===== config.mk =====
export PLATFORM = sky130hd
export DESIGN_NAME = ubx_frame_parser_top
export DESIGN_NICKNAME = d
export VERILOG_FILES = /design/src/hdl/ubxfp_pkg.sv /design/src/hdl/ubxfp_cfg.sv /design/src/hdl/ubxfp_parse.sv /design/src/hdl/ubxfp_out_buf.sv /design/src/hdl/ubx_frame_parser_top.sv
export VERILOG_INCLUDE_DIRS = /design/src /design/src/hdl
export SDC_FILE = /design/constraint.sdc
export NUM_CORES = 1
export LEC_CHECK = 0
export BUFFER_PORTS_ARGS = -buffer_cell sky130_fd_sc_hd__buf_2
export CAP_MARGIN = 20
export CORE_ASPECT_RATIO = 0.8
export CORE_UTILIZATION = 45
export DETAILED_ROUTE_END_ITERATION = 6
export PLACE_DENSITY = 0.65
export SETUP_SLACK_MARGIN = 0.5
export SLEW_MARGIN = 25
export SYNTH_ARGS = -nofsm -noshare
export SYNTH_HDL_FRONTEND = slang
export SYNTH_SLANG_ARGS = --single-unit

===== constraint.sdc =====
create_clock -name i_clk -period 7.3 [get_ports i_clk]
set_input_delay 0.365 -clock i_clk [delete_from_list [all_inputs] [get_ports i_clk]]
set_output_delay 0.365 -clock i_clk [all_outputs]
set_load 0.005 [all_outputs]

===== src/hdl/assert_macros.svh =====
// assertion macros used by the top rtl file
`ifndef ASSERT_MACROS_SVH
`define ASSERT_MACROS_SVH

`ifndef ASSERT_OFF

// clocked check, switched off while reset is held
`define ASSERT_CLK(name, clk, rst_n, prop, msg) \
    name: assert property (@(posedge clk) disable iff (!rst_n) (prop)) else $error(msg);

// clocked check that also holds during reset
`define ASSERT_ALWAYS(name, clk, prop, msg) \
    name: assert property (@(posedge clk) (prop)) else $error(msg);

`else

`define ASSERT_CLK(name, clk, rst_n, prop, msg)
`define ASSERT_ALWAYS(name, clk, prop, msg)

`endif

`endif


===== src/hdl/ubxfp_pkg.sv =====
// types, register codes and constants of the ubx frame parser
`timescale 1ns / 1ps
`default_nettype none

package ubxfp_pkg;

    localparam logic [7:0] SYNC_FIRST  = 8'hB5;
    localparam logic [7:0] SYNC_SECOND = 8'h62;

    typedef enum logic [3:0] {
        PH_SYNC1   = 4'd0,
        PH_SYNC2   = 4'd1,
        PH_CLASS   = 4'd2,
        PH_ID      = 4'd3,
        PH_LENLO   = 4'd4,
        PH_LENHI   = 4'd5,
        PH_PAYLOAD = 4'd6,
        PH_CKA     = 4'd7,
        PH_CKB     = 4'd8
    } t_phase;

    typedef enum logic [1:0] {
        CFG_MAX_PAYLOAD  = 2'd0,
        CFG_MATCH_CLASS  = 2'd1,
        CFG_MATCH_ID     = 2'd2,
        CFG_MATCH_LENGTH = 2'd3
    } t_cfg_idx;

    localparam logic [15:0] MAX_PAYLOAD_RST  = 16'd92;
    localparam logic [7:0]  MATCH_CLASS_RST  = 8'd1;
    localparam logic [7:0]  MATCH_ID_RST     = 8'd7;
    localparam logic [15:0] MATCH_LENGTH_RST = 16'd92;

    typedef struct packed {
        logic [15:0] max_payload;
        logic [7:0]  match_class;
        logic [7:0]  match_id;
        logic [15:0] match_length;
    } t_cfg;

    typedef struct packed {
        logic        payload_valid;
        logic [7:0]  payload_data;
        logic [15:0] payload_index;
        logic        frame_good;
        logic        frame_match;
        logic        checksum_bad;
        logic        length_reject;
        logic [31:0] bad_checksum_count;
        logic [7:0]  frame_class;
        logic [7:0]  frame_id;
        logic [15:0] frame_length;
    } t_result;

endpackage

`default_nettype wire


===== src/hdl/ubxfp_cfg.sv =====
// configuration registers of the ubx frame parser
`timescale 1ns / 1ps
`default_nettype none

module ubxfp_cfg (
    input  wire logic              i_clk,
    input  wire logic              i_rst_n,
    input  wire logic              i_cfg_valid,
    input  wire logic [1:0]        i_cfg_index,
    input  wire logic [15:0]       i_cfg_data,
    output      logic              o_cfg_ready,
    output      ubxfp_pkg::t_cfg   o_cfg
);
    import ubxfp_pkg::*;

    t_cfg r_cfg;
    t_cfg n_cfg;

    assign o_cfg_ready = 1'b1;
    assign o_cfg       = r_cfg;

    always_comb begin
        n_cfg = r_cfg;
        if (i_cfg_valid) begin
            case (t_cfg_idx'(i_cfg_index))
                CFG_MAX_PAYLOAD:  n_cfg.max_payload  = i_cfg_data;
                CFG_MATCH_CLASS:  n_cfg.match_class  = i_cfg_data[7:0];
                CFG_MATCH_ID:     n_cfg.match_id     = i_cfg_data[7:0];
                CFG_MATCH_LENGTH: n_cfg.match_length = i_cfg_data;
                default:          n_cfg = r_cfg;
            endcase
        end
    end

    always_ff @(posedge i_clk) begin
        if (!i_rst_n) begin
            r_cfg.max_payload  <= MAX_PAYLOAD_RST;
            r_cfg.match_class  <= MATCH_CLASS_RST;
            r_cfg.match_id     <= MATCH_ID_RST;
            r_cfg.match_length <= MATCH_LENGTH_RST;
        end else begin
            r_cfg <= n_cfg;
        end
    end

endmodule

`default_nettype wire


===== src/hdl/ubxfp_parse.sv =====
// frame state, fletcher checksum and per-byte result of the ubx frame parser
`timescale 1ns / 1ps
`default_nettype none

module ubxfp_parse (
    input  wire logic               i_clk,
    input  wire logic               i_rst_n,
    input  wire logic               i_accept,
    input  wire logic [7:0]         i_rx_byte,
    input  wire ubxfp_pkg::t_cfg    i_cfg,
    output      ubxfp_pkg::t_result o_result
);
    import ubxfp_pkg::*;

    t_phase      r_phase,   n_phase;
    logic [7:0]  r_class,   n_class;
    logic [7:0]  r_id,      n_id;
    logic [15:0] r_len,     n_len;
    logic [15:0] r_pos,     n_pos;
    logic [7:0]  r_sum_a,   n_sum_a;
    logic [7:0]  r_sum_b,   n_sum_b;
    logic [7:0]  r_rx_ck_a, n_rx_ck_a;
    logic [31:0] r_errors,  n_errors;

    logic [7:0]  add_a;
    logic [7:0]  add_b;
    logic [16:0] pos_next;
    t_result     res;

    // one fletcher step on the incoming byte
    assign add_a    = r_sum_a + i_rx_byte;
    assign add_b    = r_sum_b + add_a;
    assign pos_next = {1'b0, r_pos} + 17'd1;

    always_comb begin
        n_phase   = r_phase;
        n_class   = r_class;
        n_id      = r_id;
        n_len     = r_len;
        n_pos     = r_pos;
        n_sum_a   = r_sum_a;
        n_sum_b   = r_sum_b;
        n_rx_ck_a = r_rx_ck_a;
        n_errors  = r_errors;
        res       = '0;

        case (r_phase)
            PH_SYNC2: begin
                if (i_rx_byte == SYNC_SECOND) begin
                    n_phase = PH_CLASS;
                end else if (i_rx_byte == SYNC_FIRST) begin
                    n_phase = PH_SYNC2;
                end else begin
                    n_phase = PH_SYNC1;
                end
            end
            PH_CLASS: begin
                n_class = i_rx_byte;
                n_sum_a = i_rx_byte;
                n_sum_b = i_rx_byte;
                n_phase = PH_ID;
            end
            PH_ID: begin
                n_id    = i_rx_byte;
                n_sum_a = add_a;
                n_sum_b = add_b;
                n_phase = PH_LENLO;
            end
            PH_LENLO: begin
                n_len   = {8'd0, i_rx_byte};
                n_sum_a = add_a;
                n_sum_b = add_b;
                n_phase = PH_LENHI;
            end
            PH_LENHI: begin
                n_len   = {i_rx_byte, r_len[7:0]};
                n_sum_a = add_a;
                n_sum_b = add_b;
                n_pos   = '0;
                if (n_len > i_cfg.max_payload) begin
                    res.length_reject = 1'b1;
                    n_phase = PH_SYNC1;
                end else if (n_len == 16'd0) begin
                    n_phase = PH_CKA;
                end else begin
                    n_phase = PH_PAYLOAD;
                end
            end
            PH_PAYLOAD: begin
                res.payload_valid = 1'b1;
                res.payload_data  = i_rx_byte;
                res.payload_index = r_pos;
                n_sum_a = add_a;
                n_sum_b = add_b;
                n_pos   = pos_next[15:0];
                if (pos_next >= {1'b0, r_len}) begin
                    n_phase = PH_CKA;
                end
            end
            PH_CKA: begin
                n_rx_ck_a = i_rx_byte;
                n_phase   = PH_CKB;
            end
            PH_CKB: begin
                n_phase = PH_SYNC1;
                if (r_rx_ck_a != r_sum_a || i_rx_byte != r_sum_b) begin
                    res.checksum_bad = 1'b1;
                    n_errors = r_errors + 32'd1;
                end else begin
                    res.frame_good  = 1'b1;
                    res.frame_match = (r_class == i_cfg.match_class) &&
                                      (r_id == i_cfg.match_id) &&
                                      (r_len == i_cfg.match_length);
                end
            end
            default: begin
                // first sync byte hunt, also taken by unused phase codes
                n_phase = (i_rx_byte == SYNC_FIRST) ? PH_SYNC2 : PH_SYNC1;
            end
        endcase

        res.bad_checksum_count = n_errors;
        res.frame_class        = n_class;
        res.frame_id           = n_id;
        res.frame_length       = n_len;
    end

    assign o_result = res;

    always_ff @(posedge i_clk) begin
        if (!i_rst_n) begin
            r_phase   <= PH_SYNC1;
            r_class   <= '0;
            r_id      <= '0;
            r_len     <= '0;
            r_pos     <= '0;
            r_sum_a   <= '0;
            r_sum_b   <= '0;
            r_rx_ck_a <= '0;
            r_errors  <= '0;
        end else if (i_accept) begin
            r_phase   <= n_phase;
            r_class   <= n_class;
            r_id      <= n_id;
            r_len     <= n_len;
            r_pos     <= n_pos;
            r_sum_a   <= n_sum_a;
            r_sum_b   <= n_sum_b;
            r_rx_ck_a <= n_rx_ck_a;
            r_errors  <= n_errors;
        end
    end

endmodule

`default_nettype wire


===== src/hdl/ubxfp_out_buf.sv =====
// result register with skid entry of the ubx frame parser
`timescale 1ns / 1ps
`default_nettype none

module ubxfp_out_buf (
    input  wire logic               i_clk,
    input  wire logic               i_rst_n,
    input  wire logic               i_in_valid,
    input  wire ubxfp_pkg::t_result i_result,
    output      logic               o_in_stall,
    output      logic               o_accept,
    output      logic               o_out_valid,
    input  wire logic               i_out_stall,
    output      ubxfp_pkg::t_result o_result
);
    import ubxfp_pkg::*;

    logic    r_out_valid;
    logic    r_skid_valid;
    t_result r_out;
    t_result r_skid;
    logic    out_free;

    // the skid entry soaks up the beat taken in the cycle the stall rises
    assign o_in_stall  = r_skid_valid;
    assign o_accept    = i_in_valid && !r_skid_valid;
    assign out_free    = !r_out_valid || !i_out_stall;
    assign o_out_valid = r_out_valid;
    assign o_result    = r_out;

    always_ff @(posedge i_clk) begin
        if (!i_rst_n) begin
            r_out_valid  <= 1'b0;
            r_skid_valid <= 1'b0;
        end else if (out_free) begin
            if (r_skid_valid) begin
                r_out_valid  <= 1'b1;
                r_skid_valid <= 1'b0;
            end else begin
                r_out_valid <= o_accept;
            end
        end else if (o_accept) begin
            r_skid_valid <= 1'b1;
        end
    end

    always_ff @(posedge i_clk) begin
        if (out_free) begin
            r_out <= r_skid_valid ? r_skid : i_result;
        end else if (o_accept) begin
            r_skid <= i_result;
        end
    end

endmodule

`default_nettype wire


===== src/hdl/ubx_frame_parser_top.sv =====
// ubx frame parser: sync hunt, header and payload framing, fletcher check
//
// input channel: one received byte per beat on i_rx_byte, qualified by
// i_in_valid and held off by o_in_stall.
// output channel: one result per input byte, qualified by o_out_valid and
// held off by i_out_stall. payload bytes come out with their index; the
// byte that closes a frame raises frame_good (and frame_match when class,
// id and length equal the configured ones) or checksum_bad.
// configuration: i_cfg_valid / o_cfg_ready write i_cfg_data to register
// i_cfg_index (0 max payload, 1 class, 2 id, 3 length); always ready.
// the result of a byte is registered in the result register or the skid entry.
// throughput: one byte per cycle while o_in_stall is low; the phase and checksum
// update is combinational between the input beat and the result register.
// stall: a result register plus one skid entry; o_in_stall rises once both
// hold results, so one byte more is taken after i_out_stall rises.
// reset: synchronous, active low; parser hunts for the first sync byte,
// the error count is zero and the registers take their defaults.
`timescale 1ns / 1ps
`default_nettype none

module ubx_frame_parser_top (
    input  wire logic        i_clk,
    input  wire logic        i_rst_n,
    input  wire logic        i_in_valid,
    output      logic        o_in_stall,
    input  wire logic [7:0]  i_rx_byte,
    output      logic        o_out_valid,
    input  wire logic        i_out_stall,
    output      logic        o_payload_valid,
    output      logic [7:0]  o_payload_data,
    output      logic [15:0] o_payload_index,
    output      logic        o_frame_good,
    output      logic        o_frame_match,
    output      logic        o_checksum_bad,
    output      logic        o_length_reject,
    output      logic [31:0] o_bad_checksum_count,
    output      logic [7:0]  o_frame_class,
    output      logic [7:0]  o_frame_id,
    output      logic [15:0] o_frame_length,
    input  wire logic        i_cfg_valid,
    output      logic        o_cfg_ready,
    input  wire logic [1:0]  i_cfg_index,
    input  wire logic [15:0] i_cfg_data
);
    import ubxfp_pkg::*;

    t_cfg    cfg;
    t_result step_res;
    t_result out_res;
    logic    accept;

    ubxfp_cfg u_cfg (
        .i_clk       (i_clk),
        .i_rst_n     (i_rst_n),
        .i_cfg_valid (i_cfg_valid),
        .i_cfg_index (i_cfg_index),
        .i_cfg_data  (i_cfg_data),
        .o_cfg_ready (o_cfg_ready),
        .o_cfg       (cfg)
    );

    ubxfp_parse u_parse (
        .i_clk     (i_clk),
        .i_rst_n   (i_rst_n),
        .i_accept  (accept),
        .i_rx_byte (i_rx_byte),
        .i_cfg     (cfg),
        .o_result  (step_res)
    );

    ubxfp_out_buf u_out_buf (
        .i_clk       (i_clk),
        .i_rst_n     (i_rst_n),
        .i_in_valid  (i_in_valid),
        .i_result    (step_res),
        .o_in_stall  (o_in_stall),
        .o_accept    (accept),
        .o_out_valid (o_out_valid),
        .i_out_stall (i_out_stall),
        .o_result    (out_res)
    );

    assign o_payload_valid      = out_res.payload_valid;
    assign o_payload_data       = out_res.payload_data;
    assign o_payload_index      = out_res.payload_index;
    assign o_frame_good         = out_res.frame_good;
    assign o_frame_match        = out_res.frame_match;
    assign o_checksum_bad       = out_res.checksum_bad;
    assign o_length_reject      = out_res.length_reject;
    assign o_bad_checksum_count = out_res.bad_checksum_count;
    assign o_frame_class        = out_res.frame_class;
    assign o_frame_id           = out_res.frame_id;
    assign o_frame_length       = out_res.frame_length;

`include "assert_macros.svh"

    // skid entry only fills behind a held result
    `ASSERT_CLK(a_skid_behind_out, i_clk, i_rst_n, o_in_stall |-> o_out_valid, "skid without result")

    // a payload beat never closes or rejects a frame
    `ASSERT_CLK(a_payload_not_end, i_clk, i_rst_n, (o_out_valid && o_payload_valid) |-> !(o_frame_good || o_checksum_bad || o_length_reject), "payload beat flagged as frame end")

    // a match is only reported on a good frame
    `ASSERT_CLK(a_match_needs_good, i_clk, i_rst_n, (o_out_valid && o_frame_match) |-> (o_frame_good && !o_checksum_bad), "match without good frame")

    // good and bad checksum never together
    `ASSERT_CLK(a_good_xor_bad, i_clk, i_rst_n, o_out_valid |-> !(o_frame_good && o_checksum_bad), "good and bad checksum together")

endmodule

`default_nettype wire


Word-level counts from Yosys, hierarchy flattened
Index checks and enable logic that the tools add are counted.

word-level totals
  register bits = 344
  bits of input ports = 31
  output and inout port bits = 96
  logic and storage cells = 109

cells by class
  $lt $le $gt $ge = 2
  bitwise operators = 2
  equality and inequality tests = 19
  reduce and logical (&&, ||, !) cells = 23
  add/sub/neg operators = 4
  muxes and demuxes = 22

operator list
  kind                   number
  $mux 93                1
  $mux 32                2
  $pmux 16 s2            2
  $add 32x1->32 const B  1
  $pmux 4 s8             1
  $pmux 8 s2             2
  $mux 25                1
  $reduce_and 2->1       9
  $add 16x1->17 const B  1
  $ge 17x16->1           1
  $add 8x8->8            2
  $eq 16x16->1           1
  $eq 4x3->1 const B     4
  $eq 8x8->1             2
  $gt 16x16->1           1
  $logic_not 16->1       1
  $mux 8                 2
  $ne 8x8->1             2
  $eq 4x2->1 const B     2
  $eq 8x7->1 const B     1
  $eq 8x8->1 const B     1
  $mux 4                 2
  $mux 1                 6
  $mux 3                 2
  other kinds (14)       22

Logic depth before layout (Yosys ltp)
  depth after elaboration = 6
  depth in mapped cells = 15
  mapped depth without buffers = 15

Cells and area by module
Synthesis repeated with hierarchy kept, for this count alone.

second synthesis, totals
  cells, all modules = 1476
  area, all modules = 16562.1 sq um

by module, submodules not included
  module         area each (sq um)  instances  cells each  seq. area each (sq um)
  ubxfp_parse    7678.6             1          992         2162.1
  ubxfp_out_buf  6999.2             1          298         5625.4
  ubxfp_cfg      1884.3             1          186         960.9

Worst setup path before layout
Ideal clock, no wire load.

  kind = input-to-reg
  start = input i_out_stall
  end = register u_out_buf.r_skid[0] (netlist name), enable pin
  required time = 6.754 ns
  slack = 0.135 ns
  stages = 2
  library setup time = 0.546 ns
  buffers on the path = 0
  arrival = 6.620 ns
  path through = nand2_1 nor2_1

on the way
  word-level cells in the longest chain between the ends = 4

RTL lines
  item                               RTL line                    text
  start, declared                    ubx_frame_parser_top.sv:28  input wire logic i_out_stall,
  $logic_not 1->1                    ubxfp_out_buf.sv:27         assign out_free = !r_out_valid || !i_out_stall;
  $logic_or 1x1->1                   ubxfp_out_buf.sv:27
  $not 1->1 (no source line)         --
  $reduce_and 2->1 (no source line)  --
  end signal, assigned               ubxfp_out_buf.sv:51         r_skid <= i_result;
  end, declared                      ubxfp_out_buf.sv:21         t_result r_skid;

No other way between the ends.
A chain may end at the register's enable or synchronous reset.

Final worst setup path
  start = register u_parse.r_pos[2]
  end = register u_parse.r_phase[1]

on the way
  word-level cells in the longest chain between the ends = 4

RTL lines
  item                               RTL line            text
  start, declared                    ubxfp_parse.sv:19   logic [15:0] r_pos, n_pos;
  start signal, assigned             ubxfp_parse.sv:146  r_pos <= n_pos;
  $add 16x1->17                      ubxfp_parse.sv:33   assign pos_next = {1'b0, r_pos} + 17'd1;
  $ge 17x16->1                       ubxfp_parse.sv:96   if (pos_next >= {1'b0, r_len}) begin
  $ne 2x1->1 (no source line)        --
  $reduce_and 2->1 (no source line)  --
  end signal, assigned               ubxfp_parse.sv:142  r_phase <= n_phase;
  end, declared                      ubxfp_parse.sv:15   t_phase r_phase, n_phase;

No other way between the ends.

==> results.json <==
{
  "dominant_combinational_cell_family_by_area_after_synthesis": "simple AND/OR/NAND/NOR gates",
  "antenna_violations_before_repair": 0,
  "postSynthAreaPerCell_sq_um": 10.7,
  "ys.flop_type": "sky130_fd_sc_hd__edfxtp_1",
  "route.detailed.vias_per_inst": 5.46,
  "area_growth_pct": 13.7,
  "setup-violations-final": 0,
  "critPathRequiredTime_ps": 7680,
  "rsz_0062_raised_after_global_routing": "no",
  "run_status": "completed",
  "insertion_delay_ps": 540,
  "vias_in_the_first_global_route": 10907,
  "layout_setup_ws_ps": 3920,
  "crit_arrival_ps": 3770,
  "synth_commonest_cells": "187 x sky130_fd_sc_hd__nand2_1, 186 x sky130_fd_sc_hd__edfxtp_1, 158 x sky130_fd_sc_hd__dfxtp_1",
  "synthMuxAreaShare": 0.0782,
  "xor_xnor_share_of_the_synthesized_area": 0.0745,
  "design.final.nets": 1694,
  "report.power.total_uw": 4490,
  "vias": 11538,
  "hold_ws_ps": 105,
  "adder_cell_share_of_the_synthesized_area": 0.0394,
  "netlist_instances": 1527,
  "drc": 0,
  "die_width_um": 215,
  "relSlewSlack": 0.371,
  "gp_congestion": 0.877,
  "mapped_cell_area_sq_mm": 0.0163,
  "power_density_mw_per_mm2": 243,
  "cts_tree": "built",
  "cts_made_buffers": 37,
  "grt.busiest_layer": "met2",
  "h-tree-depth": 2,
  "global_route.usage.met1": 0.310,
  "hold_viol": 0,
  "worst-r2r-setup-slack_ps": 3920,
  "drv.max_cap_violation_count": 0,
  "grt_util_met2": 0.319,
  "net_count_after_synthesis": 1608,
  "met3_global_route_usage": 0.0329,
  "number_of_core_rows": 61,
  "drive_gt1_frac": 0.205,
  "leakage_uw": 0.00739,
  "finalMaxSlewViolations": 0,
  "clockRootBuffer": "sky130_fd_sc_hd__clkbuf_16",
  "design.core.area_sq_mm": 0.0352,
  "drt_pass1_iterations": 7,
  "path_max_fanout": 7,
  "netlist.top_cell.by_area": "sky130_fd_sc_hd__edfxtp_1",
  "ys_async_sr_fraction": 0,
  "synth_simple_gate_area_frac": 0.163,
  "post_cts_resized": 0,
  "track_usage": 0.212,
  "diode_insertion_count_for_antenna_repair": 0,
  "timing.final.crit_period_ps": 3380,
  "grt_first_pass_wirelength_mm": 61.5,
  "gr-total-overflow": 0,
  "tightestPinTransition_ps": 940,
  "final_antenna_net_count": 0,
  "synth.area.top_cells": "sky130_fd_sc_hd__edfxtp_1 34%, sky130_fd_sc_hd__dfxtp_1 19%, sky130_fd_sc_hd__mux2_2 7.3%",
  "synth_edf_count": 186,
  "post_dp_area_sq_mm": 0.0172,
  "design.portCount": 127,
  "fin_skew_ps": 25.7,
  "detailedRoute.firstIterationViolations": 872,
  "postCtsSetupRepairBufs": 0,
  "cts-hold-fix-buffers": 0,
  "initial_core_util": 0.462,
  "postSynthRegisterBits": 344,
  "crit_type": "flip-flop to flip-flop",
  "grt_start_max_net_pins": 81,
  "synth_top_area_share": 0.343,
  "synth_compound_area_frac": 0.0711,
  "synth.lib_cells_used.distinct": 70,
  "avgRoutedWirePerCell_um": 18.6,
  "seq_area_frac_synth": 0.538,
  "io_buf_count": 125,
  "hold_path.class": "input pin to flip-flop",
  "die_area_sq_mm": 0.0369,
  "timing.critical_path.to_type": "flip-flop",
  "hpwlAfterDp_mm": 26.4,
  "final_design_area_excluding_fillers_sq_mm": 0.0185,
  "max-vdd-ir-drop_mv": 0.138,
  "clock_sinks": 344,
  "setup_total_negative_slack_ps": 0,
  "cts_buffer_depth": 3,
  "clkTransAtPathRegs_ps": 60,
  "wl_mm": 39.2,
  "fp.dieH_um": 172,
  "maxClockFrequency_mhz": 296,
  "critical_path.startpoint_type": "flip-flop",
  "placement.setup.worst_slack_ps": 3700,
  "final_min_period_over_clock_period": 0.463,
  "synth-warning-count": 0,
  "synthMostInstantiatedCell": "sky130_fd_sc_hd__nand2_1"
}
[report_power, final]
group	internal [uW]	total (uW)	leakage, uW	switching, uW
sequential	2130	2180	0.00314	56.2
combinational	142	355	0.00360	213
clock	1180	1950	0.000644	776
[critical path, stage by stage (launching register included)]
cell                      delay, ps
sky130_fd_sc_hd__dfxtp_1        420
sky130_fd_sc_hd__nand3_1        150
sky130_fd_sc_hd__nor2_1         260
sky130_fd_sc_hd__nand3_1        280
sky130_fd_sc_hd__nor2_2         300
sky130_fd_sc_hd__nand3_1        160
sky130_fd_sc_hd__xnor2_1        160
sky130_fd_sc_hd__ha_1           300
sky130_fd_sc_hd__nand2_1         60
sky130_fd_sc_hd__a21oi_1         60
sky130_fd_sc_hd__o311a_1        290
sky130_fd_sc_hd__o41ai_1        240
sky130_fd_sc_hd__a31oi_1        260
sky130_fd_sc_hd__o21ai_0        230
sky130_fd_sc_hd__a21oi_1         60
[cells in the final DEF, fill, tap and decap left out, drive strengths merged, types with 5 or more instances in the layout]
| cell | n |
|---|---|
| inv | 48 |
| mux2i | 9 |
| and3 | 6 |
| xor2 | 79 |
| nor4 | 20 |
| nand4 | 25 |
| nor2b | 5 |
| and2 | 29 |
| clkbuf | 51 |
| o21ai | 46 |
| ha | 48 |
| nand3 | 63 |
| nor2 | 149 |
| a211oi | 20 |
| mux2 | 105 |
| edfxtp | 186 |
| nand2 | 190 |
| a21oi | 75 |
| a22oi | 5 |
| dfxtp | 158 |
| and4 | 6 |
| or3 | 5 |
| o211ai | 8 |
| a31oi | 7 |
| clkinv | 13 |
| nor3 | 41 |
| a21o | 9 |
| xnor2 | 56 |
| buf | 135 |
[state kept, by name, indices dropped and copies added (netlist names)]
signal / flops
u_parse.r_errors: 32
u_parse.r_rx_ck_a: 8
u_parse.r_sum_a: 8
u_parse.r_sum_b: 8
u_parse.r_pos: 16
u_cfg.o_cfg: 48
u_out_buf.o_out_valid: 1
u_parse.r_phase: 4
u_out_buf.o_in_stall: 1
u_parse.r_len: 16
u_out_buf.o_result: 93
u_parse.r_class: 8
u_parse.r_id: 8
u_out_buf.r_skid: 93
[cell type report]
| class | count | area [sq um] |
|---|---|---|
| Timing Repair Buffer | 135 | 701 |
| Inverter | 47 | 178 |
| Multi-Input combinational cell | 1048 | 6980 |
| Clock buffer | 51 | 1110 |
| Clock inverter | 17 | 174 |
| Sequential cell | 344 | 8750 |
| Tap cell | 472 | 591 |
| Fill cell | 3089 | 16700 |
[routing by layer]
metal  wire length, um  share of wire
met2             17000           0.43
met5                 0              0
met3              2180          0.056
met1             19000           0.48
met4              1020          0.026
[per-stage QoR]
step | cells | util
3_5_place_dp | 2046 | 0.489
3_3_place_gp | 2046 | 0.489
5_1_grt | 2114 | 0.525
4_1_cts | 2114 | 0.525
2_1_floorplan | 1527 | -
6_report | 2114 | 0.525
[final timing paths]
kind	cells after the start	from	endpoint
max	14	u_parse.r_pos[2]	u_parse.r_phase[1]
min reg2reg	2	u_cfg.o_cfg[41]	u_cfg.o_cfg[41]
max reg2reg	14	u_parse.r_pos[2]	u_parse.r_phase[1]
min	3	i_cfg_data[8]	u_cfg.o_cfg[40]
[kinds of logic (layout without fill, tap and decap cells)]
kind of cell	count (synthesis)	after routing
xor gates and xnor gates	135	135
other	1	1
AOI/OAI and AO/OA	193	193
adders and majority gates	50	50
and+or+nand+nor	555	555
muxes	114	114
buffers and inverters	135	250
DFF	344	344
Note: power is estimated with default switching activity, not from simulation.
